## src/rtl/core/bis_pkg.sv

```systemverilog
// Shared types and constants of the bilinear intensity sampler.
// No dependencies; imported by the sampler, its blend unit and its checker.
package bis_pkg;

    localparam int ADDR_W      = 16;
    localparam int SUM_W       = 10;
    localparam int COORD_W     = 17;
    localparam int CFG_W       = 9;
    localparam int IDX_W       = 2;
    localparam int FIFO_DEPTH  = 4;
    localparam int ONE_Q16     = 65536;
    localparam int CHAN_FULL   = 765;
    localparam int ROUND_ADD   = 765 * 32768;
    localparam int RECIP_SHIFT = 26;
    localparam int RECIP_765   = (1 << 26) / 765;
    localparam int CFG_RESET   = 256;

    typedef enum logic {
        KIND_WRITE = 1'b0,
        KIND_QUERY = 1'b1
    } kind_t;

    typedef enum logic [IDX_W-1:0] {
        REG_IMAGE_WIDTH  = 2'd0,
        REG_IMAGE_HEIGHT = 2'd1
    } reg_index_t;

    // Neighbor read order: (x0,y0), (x1,y0), (x0,y1), (x1,y1)
    typedef enum logic [1:0] {
        PH_00 = 2'd0,
        PH_10 = 2'd1,
        PH_01 = 2'd2,
        PH_11 = 2'd3
    } phase_t;

    typedef struct packed {
        logic [SUM_W-1:0]   s00;
        logic [SUM_W-1:0]   s10;
        logic [SUM_W-1:0]   s01;
        logic [SUM_W-1:0]   s11;
        logic [COORD_W-1:0] wu;
        logic [COORD_W-1:0] wv;
    } bis_sample_t;

endpackage

```

## src/rtl/core/bis_blend.sv

```systemverilog
// Bilinear blend of four channel sums into a Q0.16 intensity, four register stages.
// Depends on bis_pkg for the sample struct and the scaling constants.
module bis_blend (
    input  logic                         aclk,
    input  logic                         aresetn,
    input  logic                         in_valid,
    input  bis_pkg::bis_sample_t         in_sample,
    output logic                         out_valid,
    output logic [bis_pkg::COORD_W-1:0]  out_intensity
);
    import bis_pkg::*;

    localparam int TOP_W  = SUM_W + 16;
    localparam int P1_W   = SUM_W + COORD_W + 2;
    localparam int P2_W   = TOP_W + COORD_W + 2;
    localparam int ACC_W  = TOP_W + 16;
    localparam int Q_W    = ACC_W - 16;
    localparam int PROD_W = Q_W + COORD_W;
    localparam int REM_W  = SUM_W + 1;

    logic                     v1_reg, v2_reg, v3_reg, v4_reg;
    logic [TOP_W-1:0]         top_reg, bot_reg;
    logic [COORD_W-1:0]       wv_reg;
    logic [ACC_W-1:0]         acc_reg;
    logic [Q_W-1:0]           q_reg;
    logic [PROD_W-1:0]        prod_reg;
    logic [COORD_W-1:0]       qe_reg;
    logic [REM_W-1:0]         rem_reg;

    logic signed [SUM_W:0]    du_top, du_bot;
    logic signed [P1_W-1:0]   pu_top, pu_bot, top_sum, bot_sum;
    logic signed [TOP_W:0]    dv;
    logic signed [P2_W-1:0]   pv, acc_sum;
    logic [TOP_W-1:0]         top_next, bot_next;
    logic [ACC_W-1:0]         acc_next;
    logic [Q_W-1:0]           q_next;
    logic [PROD_W-1:0]        prod_next;
    logic [COORD_W-1:0]       qe_next;
    logic [Q_W:0]             rem_full;
    logic [COORD_W-1:0]       res;

    always_comb begin
        du_top   = $signed({1'b0, in_sample.s10}) - $signed({1'b0, in_sample.s00});
        du_bot   = $signed({1'b0, in_sample.s11}) - $signed({1'b0, in_sample.s01});
        pu_top   = du_top * $signed({1'b0, in_sample.wu});
        pu_bot   = du_bot * $signed({1'b0, in_sample.wu});
        top_sum  = $signed({3'b000, in_sample.s00, 16'h0000}) + pu_top;
        bot_sum  = $signed({3'b000, in_sample.s01, 16'h0000}) + pu_bot;
        top_next = top_sum[TOP_W-1:0];
        bot_next = bot_sum[TOP_W-1:0];
    end

    always_comb begin
        dv       = $signed({1'b0, bot_reg}) - $signed({1'b0, top_reg});
        pv       = dv * $signed({1'b0, wv_reg});
        acc_sum  = $signed({3'b000, top_reg, 16'h0000}) + pv + $signed(P2_W'(ROUND_ADD));
        acc_next = acc_sum[ACC_W-1:0];
    end

    always_comb begin
        q_next    = acc_reg[ACC_W-1:16];
        prod_next = {{COORD_W{1'b0}}, q_next} * {{Q_W{1'b0}}, COORD_W'(RECIP_765)};
        qe_next   = prod_reg[RECIP_SHIFT +: COORD_W];
        rem_full  = {1'b0, q_reg} - (Q_W+1)'({{Q_W{1'b0}}, qe_next} * (Q_W+1)'(CHAN_FULL));
    end

    always_comb begin
        res = (rem_reg >= REM_W'(CHAN_FULL)) ? qe_reg + COORD_W'(1) : qe_reg;
        if (res > COORD_W'(ONE_Q16)) begin
            res = COORD_W'(ONE_Q16);
        end
    end

    always_ff @(posedge aclk) begin
        if (!aresetn) begin
            v1_reg <= 1'b0;
            v2_reg <= 1'b0;
            v3_reg <= 1'b0;
            v4_reg <= 1'b0;
        end else begin
            v1_reg <= in_valid;
            v2_reg <= v1_reg;
            v3_reg <= v2_reg;
            v4_reg <= v3_reg;
        end
    end

    always_ff @(posedge aclk) begin
        top_reg  <= top_next;
        bot_reg  <= bot_next;
        wv_reg   <= in_sample.wv;
        acc_reg  <= acc_next;
        q_reg    <= q_next;
        prod_reg <= prod_next;
        qe_reg   <= qe_next;
        rem_reg  <= rem_full[REM_W-1:0];
    end

    assign out_valid     = v4_reg;
    assign out_intensity = res;

endmodule

```

## config.mk

```make
export PLATFORM = sky130hd
export DESIGN_NAME = bis_blend
export DESIGN_NICKNAME = d
export VERILOG_FILES = /design/src/rtl/core/bis_pkg.sv /design/src/rtl/core/bis_blend.sv
export SDC_FILE = /design/constraint.sdc
export NUM_CORES = 2
export LEC_CHECK = 0
export BUFFER_PORTS_ARGS = -buffer_cell sky130_fd_sc_hd__buf_4
export CORE_UTILIZATION = 55
export CTS_CLUSTER_DIAMETER = 40
export DETAILED_ROUTE_END_ITERATION = 10
export PLACE_DENSITY = 0.79
export SYNTH_ARGS = -nofsm -noshare
export SYNTH_HDL_FRONTEND = slang
export SYNTH_SLANG_ARGS = --single-unit
```

## constraint.sdc

```tcl
create_clock -name aclk -period 22 [get_ports aclk]
set_clock_uncertainty 0.15 [all_clocks]
set_input_delay 3.3 -clock aclk [delete_from_list [all_inputs] [get_ports aclk]]
set_output_delay 3.3 -clock aclk [all_outputs]
set_load 0.05 [all_outputs]
```

## Word level (Yosys, flattened, before mapping)

Cells that the tools add are included.

| word-level totals | value |
|---|---|
| register bits | 195 |
| output and inout port bits | 18 |
| input port bits | 77 |
| logic and storage cells | 30 |

| cells by class | value |
|---|---|
| $mul | 5 |
| $lt $le $gt $ge | 2 |
| add/subtract/negate cells | 9 |
| mux-type cells | 2 |

Operator list:

| operator | number |
|---|---|
| $add 26x26->26 | 2 |
| $mul 11x18->26 | 2 |
| $add 42x26->42 const B | 1 |
| $add 42x42->42 | 1 |
| $mul 27x18->42 | 1 |
| $mul 26x15->41 const B | 1 |
| $mux 17 | 2 |
| $sub 26x26->27 | 1 |
| $sub 10x10->11 | 2 |
| $add 17x1->17 const B | 1 |
| $gt 17x17->1 const B | 1 |
| $mul 17x10->11 const B | 1 |
| $ge 11x10->1 const B | 1 |
| $sub 11x11->11 | 1 |

## Logic depth before layout (Yosys ltp)

| depth | value |
|---|---|
| depth after elaboration | 4 |
| mapped depth | 36 |
| gate-level depth less buffers | 34 |

## Least setup slack after synthesis

No wires, ideal clock.

| timing path | value |
|---|---|
| path type | input -> register |
| start point | input in_sample[34] (netlist name) |
| end point | register bot_reg[25] |
| setup slack | 11.804 ns |
| arrival | 9.974 ns |
| data required time | 21.778 ns |
| stages | 30 |
| buffers on the path | 1 |
| path through | inv_1 -> ha_1 -> inv_1 -> fa_1 -> a21o_1 -> a21oi_1 -> o21ai_0 -> a21oi_1 -> o21ai_0 -> xor2_1 -> clkbuf_1 -> nand2_1 -> fa_1 -> fa_1 -> inv_1 -> fa_1 -> inv_1 -> fa_1 -> inv_1 -> fa_1 -> ha_1 -> o21a_1 -> o21a_1 -> o311a_1 -> o31ai_1 -> a21oi_1 -> o41ai_1 -> o21ai_0 -> o41ai_1 -> xnor2_1 |

| on the way | value |
|---|---|
| cells in the longest elaborated chain, start to end | 3 |

RTL lines:

| element | RTL line | RTL |
|---|---|---|
| start: declaration | bis_blend.sv:7 | `input bis_pkg::bis_sample_t in_sample,` |
| $sub 10x10->11 | bis_blend.sv:44 | `du_bot = $signed({1'b0, in_sample.s11}) - $signed({1'b0, in_sample.s01});` |
| $mul 11x18->26 | bis_blend.sv:46 | `pu_bot = du_bot * $signed({1'b0, in_sample.wu});` |
| $add 26x26->26 | bis_blend.sv:48 | `bot_sum = $signed({3'b000, in_sample.s01, 16'h0000}) + pu_bot;` |
| via bot_sum[25] | bis_blend.sv:31 | `logic signed [P1_W-1:0] pu_top, pu_bot, top_sum, bot_sum;` |
| end signal: assignment | bis_blend.sv:90 | `bot_reg <= bot_next;` |
| end: declaration | bis_blend.sv:22 | `logic [TOP_W-1:0] top_reg, bot_reg;` |

The timed path passes the listed nets, and every way through them passes these cells.
A chain may end at the register's enable or synchronous reset.

## Worst setup path in the final report

Ends and elaborated chain as after synthesis.

==> flow_metrics.env <==
export IMPL_drt_total_wl_um=102000
export IMPL_syn_to_final_growth_pct=5.65
export IMPL_path_common_cell="fa_1"
export IMPL_synth_commonest_cells="inv_1 (1195), fa_1 (931), ha_1 (509)"
export IMPL_crit_path_end_kind="flip-flop"
export IMPL_fillers=6622
export IMPL_root_buffer="clkbuf_16"
export IMPL_cp_depth=31
export IMPL_ant_nets=0
export IMPL_die_area_um2=80800
export IMPL_insertion_delay_ns=0.47
export IMPL_crit_path_max_incr_delay_ns=0.49
export IMPL_portBuffers=94
export IMPL_slew_headroom_pct=14.1
export IMPL_dr_first_iter_drc_count=1742
export IMPL_period_needed_ns=10.70
export IMPL_synth_net_count=6286
export IMPL_rows=103
export IMPL_cts_sinks=155
export IMPL_yosys_cell_types_count=77
export IMPL_cts_tree="yes"
export IMPL_dp_hpwl_um=82900
export IMPL_r2r_slack_ns=11.54
export IMPL_cts_hold_buf=0
export IMPL_yosysSeqAreaShare_pct=7.09
export IMPL_cts_resized=0
export IMPL_synth_top_flop_cell="dfxtp_1"
export IMPL_rr_worst_depth=29
export IMPL_grt_pass1_wl_um=170000
export IMPL_first_pass_iters=5
export IMPL_io_pins=95
export IMPL_drc=0
export IMPL_clockBufferDepth=2
export IMPL_crit_end="bot_reg[25]"
export IMPL_grt_use_total_pct=26.4
export IMPL_multi_input_area_um2=35700
export IMPL_grt_max_degree=49
export IMPL_netlist_instances=4769
export IMPL_cts_max_level=4
export IMPL_antenna_found_initial=1
export IMPL_rsz0062_at_grt="false"
export IMPL_critPathRequiredTime_ns=22.25
export IMPL_via_per_inst=5.42
export IMPL_post_cts_setup_buffers=0
export IMPL_path_class="in -> reg"
export IMPL_numCtsBuffers=17
export IMPL_die_y_um=284
export IMPL_crit_arrival_ns=10.95
export IMPL_grt_overflow=0
export IMPL_synth_seq_cells=155
export IMPL_synth_area_per_cell_um2=9.18
export IMPL_maxSlewViolCount=0
export IMPL_crit_start="in_sample[34]"
export IMPL_maxCapViolations=0
export IMPL_synth_edf_count=0
export IMPL_dieWidth_um=284
export IMPL_synth_area_um2=43800
export IMPL_worstMarginPinSlew_ns=1.29
export IMPL_grt_pass1_vias=34257
export IMPL_initial_core_util_pct=55.5
export IMPL_path_max_fanout=16
export IMPL_cp_start_kind="primary input"
export IMPL_fin_crit_sh_pct=48.6
export IMPL_fmax_mhz=93.5
export IMPL_synth_top_cell_by_area="fa_1"
export IMPL_yosysMostFrequentCell="inv_1"
export IMPL_gp_congestion=0.926
export IMPL_synth_area_top_cells="fa_1 (43%), ha_1 (15%), inv_1 (10%), dfxtp_1 (7.1%), and2_1 (5.1%)"
export IMPL_routedWlPerCell_um=17.5
export IMPL_async_flop_share_pct=0
export IMPL_regArea_um2=3100
export IMPL_clk_pin_slew_ns=0.08
export IMPL_nNetsFinal=6290
export IMPL_crit_buf_inv=6
export IMPL_synth_top_area_share_pct=42.6
export IMPL_critPathTopFamily="compound AO/OA/AOI/OAI gates"
export IMPL_cpMaxStageDelayCell="fa_1"
export IMPL_setup_viol=0
export IMPL_core_area_um2=78900
export IMPL_yosysWarnings=0
export IMPL_via_count=31627
export IMPL_reg2reg_from="top_reg[1]"
export IMPL_drive_above_1_share_pct=5.06
export IMPL_hp_class="reg -> reg"
export IMPL_rr_endpoint="acc_reg[41]"
export IMPL_finalHoldViolations=0
export IMPL_status="finished, final reports clean"
export IMPL_fin_tns_setup_ns=0
[worst min-delay path by stage]
stage / startpoint / endpoint / slack (ns) / depth (start not counted)
4_1_cts: prod_reg[39] / qe_reg[13] / 0.19 / 0
6_report: prod_reg[37] / qe_reg[11] / 0.18 / 0
3_5_place_dp: prod_reg[39] / qe_reg[13] / 0.17 / 0
5_1_grt: prod_reg[39] / qe_reg[13] / 0.19 / 0
3_3_place_gp: prod_reg[37] / qe_reg[11] / 0.16 / 0
2_1_floorplan: prod_reg[37] / qe_reg[11] / 0.16 / 0
[kinds of logic (layout without fill, tap and decap cells)]
group           after synthesis  count (layout)  share of synthesized area, %
simple gates               1241            1241                          14.3
compound gates              378             378                          5.78
xor+xnor                    175             175                          3.61
fa+ha+maj                  1440            1440                          57.1
other cells                   0               2                             0
buf+inv                    1360            1377                          11.7
flops                       155             155                          7.09
mux                          20              20                         0.483
[stage by stage]
stage	util, %	hold slack [ns]	cells	instance area, um^2	setup WS, ns
2_1_floorplan	-	0.160	4769	43800	11.80
3_3_place_gp	57.9	0.160	5804	45700	10.97
3_5_place_dp	57.9	0.170	5804	45700	10.88
4_1_cts	58.7	0.187	5836	46300	11.33
5_1_grt	58.7	0.189	5837	46300	10.83
6_report	58.7	0.183	5838	46300	11.30
[cell usage in the layout (no fill, tap or decap), types with 6 or more instances in the layout]
cell,count
ha_1,509
or3_1,18
a21boi_0,9
nand2b_1,36
and3_1,18
inv_1,1195
fa_1,931
a31oi_1,15
clkbuf_16,17
o21a_1,20
nor4_1,8
nand2_1,473
and2_1,358
o21ai_0,64
dfxtp_1,155
a21oi_1,105
o31ai_1,6
nor2_1,97
a311oi_1,7
xnor2_1,120
nor2b_1,73
o211ai_1,23
o21bai_1,13
buf_4,150
nand3_1,67
nand4_1,13
xnor2_2,6
nor3_1,35
a21o_1,46
mux2i_1,11
xor2_1,44
or2_2,27
o41ai_1,6
a211oi_1,13
mux2_2,9
[layer usage]
| layer | up-vias | GRT usage, % | wire length (um) |
|---|---|---|---|
| met5 | - | 0 | 0 |
| met4 | 0 | 12.5 | 4990 |
| met3 | 294 | 3.06 | 6000 |
| met1 | 15962 | 32.6 | 40000 |
| li1 | 14307 | - | - |
| met2 | 1064 | 46.2 | 51400 |
[layout make-up]
cell class                      instances  area share (%)
Timing Repair Buffer                  150            2.43
Clock inverter                         14           0.330
Inverter                             1195            9.69
Sequential cell                       155            6.71
Tap cell                             1050            2.84
Antenna cell                            2          0.0108
Clock buffer                           18           0.928
Multi-Input combinational cell       3254            77.1
Power is left out: the tool's default activity adds up to more than one toggle a clock period on the data nets, which glitch-free logic cannot reach.
